--- src/rtl/core/weht_pkg.sv ---
`default_nettype none
// ---------------------------------------------------------------------------
// weht_pkg
// shared types and constants of the weak edge hysteresis tracker
// ---------------------------------------------------------------------------
package weht_pkg;

	localparam int PIX_W   = 8;
	localparam int COORD_W = 12;
	localparam int GEOM_W  = 13;
	localparam int HEIGHT_MAX = 4096;

	// configuration register indexes
	localparam int CFG_IDX_W = 2;
	localparam logic [CFG_IDX_W-1:0] CFG_FRAME_WIDTH  = 2'd0;
	localparam logic [CFG_IDX_W-1:0] CFG_FRAME_HEIGHT = 2'd1;
	localparam logic [CFG_IDX_W-1:0] CFG_WEAK_LEVEL   = 2'd2;
	localparam logic [CFG_IDX_W-1:0] CFG_STRONG_LEVEL = 2'd3;

	localparam int RESET_WIDTH  = 640;
	localparam int RESET_HEIGHT = 480;
	localparam logic [PIX_W-1:0] RESET_WEAK   = 8'd127;
	localparam logic [PIX_W-1:0] RESET_STRONG = 8'd255;

	// result kinds of one pixel, in emission order
	localparam int NUM_KINDS = 4;
	localparam logic [1:0] KIND_CENTER = 2'd0;
	localparam logic [1:0] KIND_RIGHT  = 2'd1;
	localparam logic [1:0] KIND_BOTTOM = 2'd2;
	localparam logic [1:0] KIND_CORNER = 2'd3;

	// queue between front and back
	localparam int QUEUE_DEPTH = 4;
	localparam int QPTR_W = 2;
	localparam int QCNT_W = 3;

	// controls from the register block to the front
	typedef struct packed {
		logic               restart;
		logic [COORD_W-1:0] h_last;
		logic [PIX_W-1:0]   weak_level;
		logic [PIX_W-1:0]   strong_level;
	} weht_ctrl_t;

	// one classified pixel: which results it makes and their values
	typedef struct packed {
		logic [NUM_KINDS-1:0]            kinds;
		logic [NUM_KINDS-1:0][PIX_W-1:0] vals;
		logic [COORD_W-1:0]              row;
		logic [COORD_W-1:0]              col;
	} weht_entry_t;

endpackage
`default_nettype wire

--- src/rtl/core/weht_result_if.sv ---
`default_nettype none
// ---------------------------------------------------------------------------
// weht_result_if
// result request channel: tracked pixel value with its position
// ---------------------------------------------------------------------------
interface weht_result_if import weht_pkg::*; ();
	logic               valid;
	logic               ready;
	logic [PIX_W-1:0]   value;
	logic [COORD_W-1:0] row;
	logic [COORD_W-1:0] col;
	logic               last;
	logic               frame_done;

	modport source(output valid, output value, output row, output col,
		output last, output frame_done, input ready);
	modport sink(input valid, input value, input row, input col,
		input last, input frame_done, output ready);
endinterface
`default_nettype wire

--- src/rtl/core/weht_back.sv ---
`default_nettype none
// ---------------------------------------------------------------------------
// weht_back
// expands each classified pixel into its results, one per cycle while the receiver is ready
// ---------------------------------------------------------------------------
module weht_back import weht_pkg::*; (
	input  wire logic        clk,
	input  wire logic        arst_n,
	input  wire logic        head_valid,
	input  wire weht_entry_t head_entry,
	output logic             pop,
	weht_result_if.source    results
);
	logic [NUM_KINDS-1:0] sent_q, remaining, sel;
	logic [1:0]           kind;
	logic                 is_last, load;
	logic                 out_valid_q;
	logic [PIX_W-1:0]     value_q;
	logic [COORD_W-1:0]   row_q, col_q;
	logic                 last_q, done_q;

	always_comb begin
		remaining = head_entry.kinds & ~sent_q;
		sel = remaining & (~remaining + 1'b1);
		is_last = ((remaining & ~sel) == '0);
		if (remaining[KIND_CENTER]) begin
			kind = KIND_CENTER;
		end else if (remaining[KIND_RIGHT]) begin
			kind = KIND_RIGHT;
		end else if (remaining[KIND_BOTTOM]) begin
			kind = KIND_BOTTOM;
		end else begin
			kind = KIND_CORNER;
		end
	end

	assign load = head_valid && (!out_valid_q || results.ready);
	assign pop  = load && is_last;

	always_ff @(posedge clk or negedge arst_n) begin
		if (!arst_n) begin
			out_valid_q <= 1'b0;
			sent_q <= '0;
		end else begin
			if (load) begin
				out_valid_q <= 1'b1;
				sent_q <= is_last ? '0 : (sent_q | sel);
			end else if (results.ready) begin
				out_valid_q <= 1'b0;
			end
		end
	end

	always_ff @(posedge clk) begin
		if (load) begin
			value_q <= head_entry.vals[kind];
			row_q <= (kind == KIND_CENTER || kind == KIND_RIGHT)
				? head_entry.row - 1'b1 : head_entry.row;
			col_q <= (kind == KIND_CENTER || kind == KIND_BOTTOM)
				? head_entry.col - 1'b1 : head_entry.col;
			last_q <= is_last;
			done_q <= (kind == KIND_CORNER);
		end
	end

	assign results.valid      = out_valid_q;
	assign results.value      = value_q;
	assign results.row        = row_q;
	assign results.col        = col_q;
	assign results.last       = last_q;
	assign results.frame_done = done_q;
endmodule
`default_nettype wire

--- src/flat_wrapper.sv ---
// flat-port wrapper written by rule: the top's interface ports become plain ports
module weht_back_flat import weht_pkg::*;
  (clk, arst_n, head_valid, head_entry, pop, results_valid, results_value, results_row, results_col, results_last, results_frame_done, results_ready);
  weht_result_if results_i ();
  input  wire logic clk;
  input  wire logic arst_n;
  input  wire logic head_valid;
  input  wire weht_entry_t head_entry;
  output logic pop;
  output wire logic [$bits(results_i.valid)-1:0] results_valid;
  output wire logic [$bits(results_i.value)-1:0] results_value;
  output wire logic [$bits(results_i.row)-1:0] results_row;
  output wire logic [$bits(results_i.col)-1:0] results_col;
  output wire logic [$bits(results_i.last)-1:0] results_last;
  output wire logic [$bits(results_i.frame_done)-1:0] results_frame_done;
  input wire logic [$bits(results_i.ready)-1:0] results_ready;
  assign results_valid = results_i.valid;
  assign results_value = results_i.value;
  assign results_row = results_i.row;
  assign results_col = results_i.col;
  assign results_last = results_i.last;
  assign results_frame_done = results_i.frame_done;
  assign results_i.ready = results_ready;
  weht_back u_core (.clk(clk), .arst_n(arst_n), .head_valid(head_valid), .head_entry(head_entry), .pop(pop), .results(results_i));
endmodule
--- config.mk ---
export PLATFORM = sky130hd
export DESIGN_NAME = weht_back_flat
export DESIGN_NICKNAME = d
export VERILOG_FILES = /design/src/rtl/core/weht_pkg.sv /design/src/rtl/core/weht_result_if.sv /design/src/rtl/core/weht_back.sv /design/src/flat_wrapper.sv
export SDC_FILE = /design/constraint.sdc
export NUM_CORES = 1
export LEC_CHECK = 0
export ABC_AREA = 1
export BUFFER_PORTS_ARGS = -buffer_cell sky130_fd_sc_hd__buf_2
export CAP_MARGIN = 25
export CORE_UTILIZATION = 48
export DETAILED_ROUTE_END_ITERATION = 12
export PLACE_DENSITY = 0.9
export SLEW_MARGIN = 20
export SYNTH_ARGS = -nofsm -noshare
export SYNTH_HDL_FRONTEND = slang
export SYNTH_SLANG_ARGS = --single-unit
--- constraint.sdc ---
create_clock -name clk -period 2.6 [get_ports clk]
set_input_delay 0.52 -clock clk [delete_from_list [all_inputs] [get_ports clk]]
set_output_delay 0.52 -clock clk [all_outputs]
set_load 0.05 [all_outputs]
==> out/results.ini <==
[timing]
finalMaxSlewViolations = 0
rsz0062_at_grt = false
setup_ws_ns = 0.495
tns_ns = 0
worstMarginPinSlew_ns = 0.467
period_needed_ns = 2.10
fmax_mhz = 475
period_share_pct = 81.0
hold_violations = 0
relSlewSlack_pct = 68.9
setup_violations = 0
skew_ns = 0.00659

[route]
dr.pass1.iters = 9
vias = 2078
dr.first_iter.drc_count = 99
wl_mm = 4.85
ant_nets = 0
viasPerCell = 4.84
wl_per_cell_um = 11.3
drcViolationCount = 5

[place]
gp_congestion = 0.850
io_buffer_count = 99
place_inst = 422
place_hpwl_mm = 3.85
place_ws_ns = 0.533
placed_cell_area_sq_mm = 0.00283

[cells_and_area]
final_cells = 429
antennaDiodeCount = 0
fin_nets = 443
area_growth_pct = 25.8
post-route-cell-area_sq_mm = 0.00291
drive_gt1_share_pct = 34.2

[clock_network]
cts-htree-levels = 2
clkLatencyLatePin_ns = 0.28
holdBufCountCts = 0
numCtsBuffers = 5
cts-root-buf = clkbuf_8
cts_tree = done
cts_setup_buffers = 0
clk_path_buf_depth = 2
clock_sinks = 39
clk_pin_slew_ns = 0.07
ctsResizeCount = 0

[logic_synthesis]
post-synth-top-count-cell = nand2_1
synth-simple-area-share_pct = 28.4
syn_nets = 341
synth_top_area_share_pct = 44.2
postSynthAreaPerCell_sq_um = 8.41
yosys_warnings = 0
synth_common_cells = 78 x nand2_1, 48 x inv_1, 34 x edfxtp_1
muxShareOfSynthArea_pct = 0
ys.flop_type = edfxtp_1
ys_types = 25
synth_edf_count = 34
ys_ff_latch = 39
synth_top_family_by_area = simple AND/OR/NAND/NOR gates
netlist_top_cells_area = edfxtp_1 44%, nand2_1 13%, inv_1 7.8%
syn_inst = 275
yosysSeqAreaShare_pct = 49.6
synth_area_sq_mm = 0.00231
async_reset_ff_share_pct = 12.8
synth_fa_ha_area_share_pct = 1.08
synth-compound-area-share_pct = 5.90
synth_xor_area_share_pct = 3.79
yosysTopAreaCell = edfxtp_1

[outcome]
status = finished with violations
violations = design-rule violations

[grt]
grt_antenna_before_repair = 0
grt.total_usage_pct = 20.4
grt_max_degree = 39
grt_pass1_wl_mm = 8.14
first_global_vias = 1993
overflow = 0

[hold_path]
hold_path_class = in2async

[floorplanning]
coreArea_sq_mm = 0.00450
die_area_sq_mm = 0.00510
start_util_pct = 51.3
die_x_um = 71.4
io_pins = 100
fp-row-count = 24
fp.dieH_um = 71.4

[worst_setup_path]
rr_worst_depth = 6
critical_path_class = reg2out
cp_max_fo = 12
slowest_delay_ns = 0.39
required_ns = 2.08
path_cells = inv_2, nand2_2, nand2_4, nand3_2, nand3_4, inv_1, buf_2
worst_path_max_delay_cell = dfrtp_1
endpoint_kind = output pin
arrival_ns = 1.58
cp-start-kind = flip-flop

[run]
maxCapViolations = 0

[power]
power_w = 0.00199
ir_drop_mv = 0.343
p_leak_nw = 1.50
p_per_area_mw_per_mm2 = 683

==> cell type report <==
class | instances | area (sq um)
Fill cell | 388 | 1600
Sequential cell | 39 | 1150
Multi-Input combinational cell | 177 | 913
Timing Repair Buffer | 100 | 503
Inverter | 54 | 203
Clock buffer | 5 | 68.8
Tap cell | 52 | 65.1
Clock inverter | 2 | 8.76
==> per-stage QoR <==
step	hold WS, ns	utilization, %
4_1_cts	0.0339	64.6
3_5_place_dp	0.340	62.8
2_1_floorplan	0.224	-
5_1_grt	0.0374	64.6
6_report	0.0385	64.6
3_3_place_gp	0.342	62.8
==> placed cells by master (no fill, tap or decap), types with 4 or more instances in the layout <==
cell type and instances:
buf_2 99, clkbuf_8 5, dfrtp_1 5, edfxtp_1 34, inv_1 48, inv_2 6, nand2_1 78, nand2_2 5
nand2_4 4, nand3_1 19, nand4_1 6, nor2_1 19, o21ai_0 12, o21ai_1 12, xor2_1 9
==> path summary, 6_finish.rpt <==
path	slack [ns]	from	to
hold / removal	0.04	arst_n	u_core.results.valid
min in group clk	0.48	head_valid	u_core.results.valid
setup reg to reg	1.08	u_core.sent_q[2]	u_core.results.value[7]
setup / recovery	0.50	u_core.sent_q[1]	pop
hold reg to reg	0.57	u_core.sent_q[0]	u_core.sent_q[0]
max in group asynchronous	2.43	arst_n	u_core.sent_q[2]
==> sequential cells by signal, summed over array words and instances, names as in the netlist <==
| name | count |
|---|---|
| u_core.results.last | 1 |
| u_core.results.valid | 1 |
| u_core.results.value | 8 |
| u_core.results.col | 12 |
| u_core.sent_q | 4 |
| u_core.results.row | 12 |
| u_core.results.frame_done | 1 |
==> per-layer routing <==
metal,GRT usage (%),wire length [um],up-vias
met5,0,0,-
met4,9.33,85,0
met3,4.22,275,12
met2,36.2,2450,66
met1,23.8,2040,929
li1,-,-,1071
==> kinds of logic (layout without fill, tap and decap cells) <==
| family | after synthesis | count (layout) |
|---|---|---|
| simple gates | 139 | 139 |
| flops | 39 | 39 |
| buf+inv | 59 | 161 |
| compound gates | 26 | 26 |
| fa+ha+maj | 2 | 2 |
| xor+xnor | 10 | 10 |
==> where the power goes <==
| group | switching, W | leakage [nW] | internal, W |
|---|---|---|---|
| combinational | 0.000576 | 1.07 | 0.000210 |
| clock | 0.000194 | 0.0414 | 0.000178 |
| sequential | 0.0000293 | 0.386 | 0.000800 |
==> critical path, delay by kind of cell (launching register included) <==
kind          cells  cell delay [ns]
buf+inv           3             0.30
flops             1             0.39
simple gates      4             0.61
Power figures use the tool's default switching activity.
