===== src/rtl/core/weht_pkg.sv =====
`default_nettype none
// ---------------------------------------------------------------------------
// weht_pkg
// shared types and constants of the weak edge hysteresis tracker
// ---------------------------------------------------------------------------
package weht_pkg;

	localparam int PIX_W   = 8;
	localparam int COORD_W = 12;
	localparam int GEOM_W  = 13;
	localparam int HEIGHT_MAX = 4096;

	// configuration register indexes
	localparam int CFG_IDX_W = 2;
	localparam logic [CFG_IDX_W-1:0] CFG_FRAME_WIDTH  = 2'd0;
	localparam logic [CFG_IDX_W-1:0] CFG_FRAME_HEIGHT = 2'd1;
	localparam logic [CFG_IDX_W-1:0] CFG_WEAK_LEVEL   = 2'd2;
	localparam logic [CFG_IDX_W-1:0] CFG_STRONG_LEVEL = 2'd3;

	localparam int RESET_WIDTH  = 640;
	localparam int RESET_HEIGHT = 480;
	localparam logic [PIX_W-1:0] RESET_WEAK   = 8'd127;
	localparam logic [PIX_W-1:0] RESET_STRONG = 8'd255;

	// result kinds of one pixel, in emission order
	localparam int NUM_KINDS = 4;
	localparam logic [1:0] KIND_CENTER = 2'd0;
	localparam logic [1:0] KIND_RIGHT  = 2'd1;
	localparam logic [1:0] KIND_BOTTOM = 2'd2;
	localparam logic [1:0] KIND_CORNER = 2'd3;

	// queue between front and back
	localparam int QUEUE_DEPTH = 4;
	localparam int QPTR_W = 2;
	localparam int QCNT_W = 3;

	// controls from the register block to the front
	typedef struct packed {
		logic               restart;
		logic [COORD_W-1:0] h_last;
		logic [PIX_W-1:0]   weak_level;
		logic [PIX_W-1:0]   strong_level;
	} weht_ctrl_t;

	// one classified pixel: which results it makes and their values
	typedef struct packed {
		logic [NUM_KINDS-1:0]            kinds;
		logic [NUM_KINDS-1:0][PIX_W-1:0] vals;
		logic [COORD_W-1:0]              row;
		logic [COORD_W-1:0]              col;
	} weht_entry_t;

endpackage
`default_nettype wire


===== src/rtl/core/weht_queue.sv =====
`default_nettype none
// ---------------------------------------------------------------------------
// weht_queue
// short queue of classified pixels between front and back
// ---------------------------------------------------------------------------
module weht_queue import weht_pkg::*; (
	input  wire logic        clk,
	input  wire logic        arst_n,
	input  wire logic        push,
	input  wire weht_entry_t push_entry,
	output logic             push_ready,
	output logic             head_valid,
	output weht_entry_t      head_entry,
	input  wire logic        pop
);
	weht_entry_t        slots [QUEUE_DEPTH];
	logic [QPTR_W-1:0]  wr_ptr_q, rd_ptr_q;
	logic [QCNT_W-1:0]  count_q;

	assign push_ready = (count_q != QCNT_W'(QUEUE_DEPTH));
	assign head_valid = (count_q != '0);
	assign head_entry = slots[rd_ptr_q];

	always_ff @(posedge clk or negedge arst_n) begin
		if (!arst_n) begin
			wr_ptr_q <= '0;
			rd_ptr_q <= '0;
			count_q  <= '0;
		end else begin
			if (push) begin
				wr_ptr_q <= wr_ptr_q + 1'b1;
			end
			if (pop) begin
				rd_ptr_q <= rd_ptr_q + 1'b1;
			end
			if (push && !pop) begin
				count_q <= count_q + 1'b1;
			end else if (pop && !push) begin
				count_q <= count_q - 1'b1;
			end
		end
	end

	always_ff @(posedge clk) begin
		if (push) begin
			slots[wr_ptr_q] <= push_entry;
		end
	end
endmodule
`default_nettype wire


===== config.mk =====
export PLATFORM = sky130hd
export DESIGN_NAME = weht_queue
export DESIGN_NICKNAME = d
export VERILOG_FILES = /design/src/rtl/core/weht_pkg.sv /design/src/rtl/core/weht_queue.sv
export SDC_FILE = /design/constraint.sdc
export NUM_CORES = 1
export LEC_CHECK = 0
export BUFFER_PORTS_ARGS = -buffer_cell sky130_fd_sc_hd__buf_2
export CAP_MARGIN = 15
export CORE_MARGIN = 2
export CORE_UTILIZATION = 38
export CTS_CLUSTER_SIZE = 14
export DETAILED_ROUTE_END_ITERATION = 12
export GPL_TIMING_DRIVEN = 0
export PLACE_DENSITY = 0.57
export SLEW_MARGIN = 20
export SYNTH_ARGS = -nofsm -noshare
export SYNTH_HDL_FRONTEND = slang
export SYNTH_SLANG_ARGS = --single-unit

===== constraint.sdc =====
create_clock -name clk -period 2.6 [get_ports clk]
set_input_delay 0.52 -clock clk [delete_from_list [all_inputs] [get_ports clk]]
set_output_delay 0.52 -clock clk [all_outputs]
set_load 0.01 [all_outputs]

==> results.json, run 1 <==
{
  "synth.net_count": 419,
  "grt_pass1_wl_um": 25400,
  "fmaxAchievable_mhz": 407,
  "start_util": 0.387,
  "comb_power_share": 0.297,
  "clk_pin_slew_ns": 0.06,
  "ys.flop_type": "edfxtp_1",
  "arrival_ns": 1.94,
  "final_area_um2": 11100,
  "critPathCapture": "head_entry[31]",
  "top_usage_layer": "met2",
  "p_int_mw": 9.14,
  "initialDrtViolationCount": 163,
  "power_leakage_nw": 3.83,
  "cp-start-kind": "flop",
  "antenna_found_initial": 2,
  "ys_ff_latch": 247,
  "synth_warnings": 0,
  "nNetsFinal": 576,
  "p_seq_frac": 0.425,
  "placed_cells": 797,
  "whs_ns": 0.191,
  "drive_above_1_share": 0.458,
  "clkPwrFrac": 0.279,
  "fin_crit_ns": 2.46,
  "boundaryPins": 126,
  "power.density_nw_per_um2": 1140,
  "reg2reg_slack_ns": 0.81,
  "cp.required_ns": 2.08,
  "h-tree-depth": 1,
  "post-place-ws_ns": 0.509,
  "num_rows": 56,
  "grt_pass1_vias": 4479,
  "path_max_fanout": 10,
  "wl_per_cell_um": 19.8,
  "hpwlAfterDp_um": 10100,
  "die_area_um2": 25300,
  "worst_slack_ns": 0.140,
  "numClockSinks": 247,
  "finalSetupViolCount": 0,
  "viasPerCell": 4.87,
  "stdcell_count": 845,
  "r2r_start": "wr_ptr_q[0]$_DFFE_PN0P_",
  "cts_tree": "done",
  "n_antenna_cell": 0,
  "yosys-top-cells-area": "edfxtp_1 79%, mux4_2 14%, dfrtp_1 1.9%",
  "setup-tns-final_ns": 0,
  "syn_area_um2": 9120,
  "worstSkewPairLatency_ns": 0.53,
  "utilization": 0.472,
  "endpoint_kind": "output pin",
  "r2r-end": "slots[0][15]$_DFFE_PP_",
  "cts_setup_buffers": 0,
  "synthCells": 349,
  "path_class": "flop to output pin",
  "place.gp.congestion": 0.673,
  "ir_drop_mv": 0.677,
  "overflow": 0,
  "io_buffer_count": 125,
  "drt_wl_total_um": 16700,
  "hold_viol": 0,
  "yosysSeqAreaShare": 0.809,
  "synth_largest_area_cell": "edfxtp_1",
  "cap_viol_max_count": 0,
  "die_y_um": 159,
  "vias": 4117,
  "switchingPower_mw": 3.56,
  "period_share": 0.946,
  "fill_cells": 1986,
  "synth_async_sr_flop_share": 0.0283,
  "gr-usage-met3": 0.0448,
  "clk_path_buf_depth": 3,
  "crit_path_start": "rd_ptr_q[0]$_DFFE_PN0P_",
  "grt.total_usage": 0.131,
  "fin_skew_ns": 0.0221,
  "die_x_um": 159,
  "worst_pin_slew_ns": 0.408,
  "r2r_cells": 4,
  "syn_to_final_growth_pct": 21.8,
  "grt_max_degree": 43,
  "synth_most_common_cell": "edfxtp_1",
  "grt_setup_unrepaired": "false",
  "synth_top_area_share": 0.790,
  "dpl_cell_area_um2": 10300,
  "remaining_drc_errors": 0,
  "ys_types": 19,
  "drt-pass1-iter-count": 4,
  "core_um2": 23500,
  "syn_area_per_cell_um2": 26.1,
  "slew_headroom": 0.728,
  "use_met2": 0.224,
  "status": "finished clean",
  "numCtsBuffers": 26,
  "final_antenna_net_count": 0,
  "grt_use_met1": 0.160,
  "p_total_mw": 12.7,
  "clockRootBuffer": "clkbuf_16",
  "sw_frac_of_total": 0.281,
  "synth_edf_count": 240,
  "slew_viol_final": 0,
  "yosys-top-cells-count": "240 x edfxtp_1, 58 x mux4_2, 7 x dfrtp_1",
  "hold_path_class": "input port to flop"
}
[how the worst min path moves through the flow]
stage / to / depth (start not counted) / slack [ns] / startpoint
2_1_floorplan: count_q[0]$_DFFE_PN0P_ / 0 / 0.22 / arst_n
3_5_place_dp: count_q[0]$_DFFE_PN0P_ / 1 / 0.37 / arst_n
4_1_cts: rd_ptr_q[0]$_DFFE_PN0P_ / 2 / 0.16 / pop
3_3_place_gp: rd_ptr_q[0]$_DFFE_PN0P_ / 1 / 0.36 / arst_n
5_1_grt: slots[3][53]$_DFFE_PP_ / 1 / 0.17 / push_entry[53]
6_report: rd_ptr_q[0]$_DFFE_PN0P_ / 2 / 0.19 / pop
[power by group through the flow]
stage | clock network [mW] | registers [mW] | logic (mW)
2_1_floorplan | 0 | 5.45 | 2.45
3_3_place_gp | 0 | 5.51 | 3.71
3_5_place_dp | 0 | 5.47 | 3.89
4_1_cts | 3.64 | 5.38 | 3.92
5_1_grt | 3.79 | 5.46 | 4.10
6_report | 3.54 | 5.39 | 3.77
[worst max-delay path: stages (launching register included)]
cell	delay, ns
dfrtp_1	0.33
buf_6	0.21
buf_12	0.18
mux4_2	0.52
buf_2	0.16
[metal layers]
layer / part of all wire / vias up / wire (um)
li1: - / 1804 / -
met1: 0.40 / 2154 / 6760
met2: 0.50 / 121 / 8400
met3: 0.072 / 34 / 1210
met4: 0.019 / 4 / 320
met5: 0.0018 / - / 30
[registers in the layout, summed over array words and instances, names as in the netlist]
| register | cells |
|---|---|
| slots | 240 |
| wr_ptr_q | 2 |
| rd_ptr_q | 2 |
| count_q | 3 |
[cell usage in the layout (no fill, tap or decap)]
cell	instances
clkbuf_4	3
o21ai_0	1
xnor2_1	2
ha_1	5
or3_1	1
buf_2	126
clkinv_2	4
dfrtp_1	7
clkinv_1	3
clkinv_8	1
nor2_1	2
inv_1	4
bufinv_16	2
clkbuf_8	2
and2_4	4
mux2_2	1
buf_6	1
xor2_1	4
buf_4	2
edfxtp_1	240
clkinvlp_4	1
buf_16	4
mux4_1	2
fa_1	1
mux4_2	58
clkbuf_1	9
buf_12	6
clkbuf_16	26
nand2_1	3
dlygate4sd3_1	1
[what timing repair did]
action,4_1_cts,5_1_grt
hold endpoints to repair,7,0
hold buffers,1,0
setup endpoints to repair,59,45
resized for setup,2,3
[cell type report]
class	instances	area, um^2	area share
plain buffers	13	174	0.0156
flip-flops and latches	247	7380	0.664
multi-input cells	84	1570	0.141
clock inverters	11	115	0.0104
repair buffers	130	746	0.0671
well taps	319	399	0.0359
clock buffers	37	712	0.0641
inverters	4	15.0	0.00135
[cell families (layout without fill, tap and decap cells)]
logic type	count (synthesis)	in the layout	synth area share
AOI/OAI and AO/OA	1	1	0.000548
xor gates and xnor gates	6	6	0.00576
adders and majority gates	6	6	0.00905
buffers and inverters	18	195	0.0198
DFF	247	247	0.809
muxes	61	61	0.150
and+or+nand+nor	10	10	0.00549
Note: power is estimated with default switching activity, not from simulation.
==> run 2, diff against run 1 <==
Settings changed: CORE_UTILIZATION 38 to 51, GPL_ROUTABILITY_DRIVEN from default to 0, PLACE_DENSITY 0.57 to 0.73.
==> results.json, run 2 (same netlist as run 1, synthesis figures left out) <==
{
  "status": "finished clean",
  "final_antenna_net_count": 0,
  "period_share": 0.936,
  "cp.required_ns": 2.08,
  "setup-tns-final_ns": 0,
  "grt.total_usage": 0.166,
  "boundaryPins": 126,
  "start_util": 0.524,
  "numClockSinks": 247,
  "cap_viol_max_count": 0,
  "placed_cells": 703,
  "core_um2": 17400,
  "initialDrtViolationCount": 174,
  "numCtsBuffers": 25,
  "grt_pass1_vias": 4373,
  "utilization": 0.626,
  "grt_setup_unrepaired": "false",
  "stdcell_count": 748,
  "largest_reg_flops": 240,
  "slew_headroom": 0.624,
  "slew_viol_final": 0,
  "drt_wl_total_um": 15600,
  "vias": 4075,
  "layout_commonest_cell": "edfxtp_1",
  "top_regs": "slots: 240 flops, count_q: 3 flops",
  "final_cell_mix": "240 x edfxtp_1, 130 x buf_2, 58 x mux4_2, 25 x clkbuf_16, 9 x buf_12",
  "clockRootBuffer": "clkbuf_16",
  "power_leakage_nw": 3.79,
  "drive_above_1_share": 0.454,
  "overflow": 0,
  "nNetsFinal": 575,
  "h-tree-depth": 1,
  "holdPathStages": 2,
  "fmaxAchievable_mhz": 411,
  "clk_path_buf_depth": 3,
  "antenna_found_initial": 1,
  "fin_skew_ns": 0.00693,
  "grt_pass1_wl_um": 23400,
  "cts_tree": "done",
  "hold_path_class": "input port to flop",
  "grt_max_degree": 45,
  "cts_setup_buffers": 0,
  "syn_to_final_growth_pct": 19.4,
  "hold_viol": 0,
  "num_rows": 48,
  "cp-start-kind": "flop",
  "worst_pin_slew_ns": 0.564,
  "ir_drop_mv": 0.698,
  "clk_pin_slew_ns": 0.06,
  "p_total_mw": 12.4,
  "die_area_um2": 19000,
  "whs_ns": 0.230,
  "hpwlAfterDp_um": 9570,
  "remaining_drc_errors": 0,
  "worstSkewPairLatency_ns": 0.50,
  "drt-pass1-iter-count": 4,
  "wl_per_cell_um": 20.8,
  "arrival_ns": 1.91,
  "endpoint_kind": "output pin",
  "die_x_um": 138,
  "io_buffer_count": 125,
  "die_y_um": 138,
  "viasPerCell": 5.45,
  "path_max_fanout": 10,
  "finalSetupViolCount": 0,
  "r2r_cells": 4,
  "regMostFlops": "slots",
  "fin_crit_ns": 2.43,
  "power.density_nw_per_um2": 1130,
  "path_class": "flop to output pin"
}
## run 2: cell types whose count changed in the layout (fill, tap and decap cells not counted), moves of 2 or more
cell      previous run  this run
buf_12               6         9
buf_16               4         1
clkbuf_8             2         0
buf_2              126       130
clkbuf_4             3         0
## run 2: critical path, cell delays in order (launching register included)
cell	delay (ns)
dfrtp_1	0.54
buf_2	0.34
mux4_2	0.38
buf_2	0.16
## run 2: metrics by stage
step / worst slack, ns / cell area [um^2]
2_1_floorplan: 0.139 / 9120
3_3_place_gp: -1.09 / 10000
3_5_place_dp: 0.519 / 10100
4_1_cts: 0.140 / 10900
5_1_grt: 0.0987 / 10900
6_report: 0.166 / 10900
## run 2: cell type report
type / instances / area [um^2]
plain buffers: 13 / 164
inverters: 4 / 15.0
clock buffers: 33 / 656
multi-input cells: 84 / 1570
well taps: 225 / 282
clock inverters: 11 / 100
repair buffers: 130 / 723
fillers: 1235 / 6520
diodes: 1 / 2.50
flip-flops and latches: 247 / 7380
## run 2: report_power, final
part	switching (mW)	total (mW)	internal (mW)
clock	1.33	3.28	1.96
combinational	1.87	3.67	1.79
sequential	0.203	5.41	5.21
total	3.40	12.4	8.96
## run 2: worst paths after layout
check	slack, ns	to	from
worst max-delay path	0.17	head_entry[31]	rd_ptr_q[1]$_DFFE_PN0P_
worst min-delay path	0.23	rd_ptr_q[0]$_DFFE_PN0P_	pop
worst max register to register	0.81	slots[2][22]$_DFFE_PP_	wr_ptr_q[0]$_DFFE_PN0P_
worst min register to register	0.53	count_q[2]$_DFFE_PN0P_	count_q[2]$_DFFE_PN0P_
max in group asynchronous	2.05	rd_ptr_q[0]$_DFFE_PN0P_	arst_n
min in group asynchronous	0.39	count_q[1]$_DFFE_PN0P_	arst_n
## run 2: repair_timing
action	4_1_cts	5_1_grt
hold endpoints to repair	7	0
endpoints found under the setup margin	12	0
hold buffers	1	0
resized for setup	1	0
## run 2: metal layers
metal  global-route usage  vias to the layer above  routed length [um]  share of wire
met1                0.214                     2112                6310           0.41
met5                    0                        -                   0              0
li1                     -                     1810                   -              -
met4               0.0380                        0                 308          0.020
met3               0.0482                       24                1180          0.076
met2                0.284                      129                7780           0.50
==> run 3, diff against run 2 <==
Settings changed: CORE_UTILIZATION 51 to 30, PLACE_DENSITY 0.73 to 0.47.
==> results.json, run 3 (same netlist as run 1, synthesis figures left out) <==
{
  "cp-start-kind": "flop",
  "layout_commonest_cell": "edfxtp_1",
  "wl_per_cell_um": 18.9,
  "nNetsFinal": 577,
  "drt_wl_total_um": 17400,
  "power_leakage_nw": 3.88,
  "io_buffer_count": 125,
  "path_max_fanout": 10,
  "arrival_ns": 1.96,
  "grt_max_degree": 37,
  "hpwlAfterDp_um": 10700,
  "slew_headroom": 0.669,
  "numCtsBuffers": 27,
  "worst_pin_slew_ns": 0.496,
  "numClockSinks": 247,
  "top_regs": "slots: 240 flops, count_q: 3 flops",
  "grt_pass1_vias": 4519,
  "final_cell_mix": "240 x edfxtp_1, 128 x buf_2, 58 x mux4_2, 27 x clkbuf_16, 8 x clkbuf_1",
  "fin_skew_ns": 0.00794,
  "cts_tree": "done",
  "cp.required_ns": 2.08,
  "power.density_nw_per_um2": 1160,
  "drt-pass1-iter-count": 4,
  "fin_crit_ns": 2.48,
  "path_delay_family": "buffers and inverters",
  "slew_viol_final": 0,
  "boundaryPins": 126,
  "fmaxAchievable_mhz": 403,
  "slowest_delay_ns": 0.53,
  "grt_pass1_wl_um": 26300,
  "die_y_um": 178,
  "clk_path_buf_depth": 3,
  "grt.total_usage": 0.111,
  "viasPerCell": 4.47,
  "largest_reg_flops": 240,
  "hold_viol": 0,
  "status": "finished clean",
  "regMostFlops": "slots",
  "p_total_mw": 13.2,
  "endpoint_kind": "output pin",
  "slowest_stage": "mux4_2",
  "core_um2": 29800,
  "ir_drop_mv": 0.600,
  "whs_ns": 0.182,
  "h-tree-depth": 1,
  "period_share": 0.955,
  "antenna_found_initial": 1,
  "worst-path-buf-inv": 3,
  "clk_pin_slew_ns": 0.06,
  "num_rows": 63,
  "die_area_um2": 31800,
  "path_class": "flop to output pin",
  "worstSkewPairLatency_ns": 0.55,
  "die_x_um": 178,
  "hold_path_class": "input port to flop",
  "path_cells": "buf_6 > buf_12 > mux4_2 > buf_2",
  "reg2reg_slack_ns": 0.84,
  "start_util": 0.306,
  "cap_viol_max_count": 0,
  "final_antenna_net_count": 0,
  "initialDrtViolationCount": 205,
  "grt_setup_unrepaired": "false",
  "vias": 4104,
  "setup-tns-final_ns": 0,
  "overflow": 0,
  "remaining_drc_errors": 0,
  "clockRootBuffer": "clkbuf_16",
  "syn_to_final_growth_pct": 24.0,
  "cts_setup_buffers": 0,
  "drive_above_1_share": 0.464,
  "finalSetupViolCount": 0
}
run 3: where the power goes:
group / switching, mW / internal (mW)
Combinational: 1.94 / 1.82
Clock: 1.52 / 2.48
Sequential: 0.190 / 5.21
run 3: per-stage QoR:
step                      area (um^2)  cells  setup slack [ns]   util
after floorplan                  9120    349             0.139      -
after global placement          10200    864             -1.35  0.344
after detailed placement        10400    868             0.473  0.348
after CTS                       11300    918            0.0255  0.380
after global routing            11300    918          0.000959  0.380
final                           11300    919             0.117  0.380
run 3: layer usage:
layer,track usage,wire (um),vias up,share of wire
met1,0.136,7160,2137,0.41
met2,0.191,8560,123,0.49
met4,0.0366,543,0,0.031
met3,0.0279,1120,33,0.065
met5,0,0,-,0
li1,-,-,1811,-
run 3: final cells by class:
class	count	area, um^2
Antenna cell	1	2.50
Timing Repair Buffer	130	746
Clock inverter	13	208
Tap cell	390	488
Sequential cell	247	7380
Buffer	13	169
Inverter	4	15.0
Fill cell	2729	18500
Clock buffer	37	733
Multi-Input combinational cell	84	1570
run 3: path summary, 6_finish.rpt:
check | startpoint | endpoint | cells past startpoint
max | rd_ptr_q[0]$_DFFE_PN0P_ | head_entry[23] | 4
max in group asynchronous | arst_n | wr_ptr_q[1]$_DFFE_PN0P_ | 2
min in group asynchronous | arst_n | rd_ptr_q[0]$_DFFE_PN0P_ | 2
max reg2reg | wr_ptr_q[0]$_DFFE_PN0P_ | slots[0][14]$_DFFE_PP_ | 4
min reg2reg | count_q[2]$_DFFE_PN0P_ | count_q[2]$_DFFE_PN0P_ | 1
min | pop | rd_ptr_q[0]$_DFFE_PN0P_ | 2
run 3: worst reg2reg max path, delay by kind of cell (launching register included):
family / cells / cell delay, ns
buffers and inverters: 2 / 0.39
flip-flops: 1 / 0.42
AND/OR/NAND/NOR: 1 / 0.45
adder cells (fa/ha/maj): 1 / 0.15
run 3: timing repair:
item,4_1_cts,5_1_grt
endpoints found under the hold margin,7,0
hold buffers,1,0
resized for setup,3,0
setup endpoints to repair,59,0
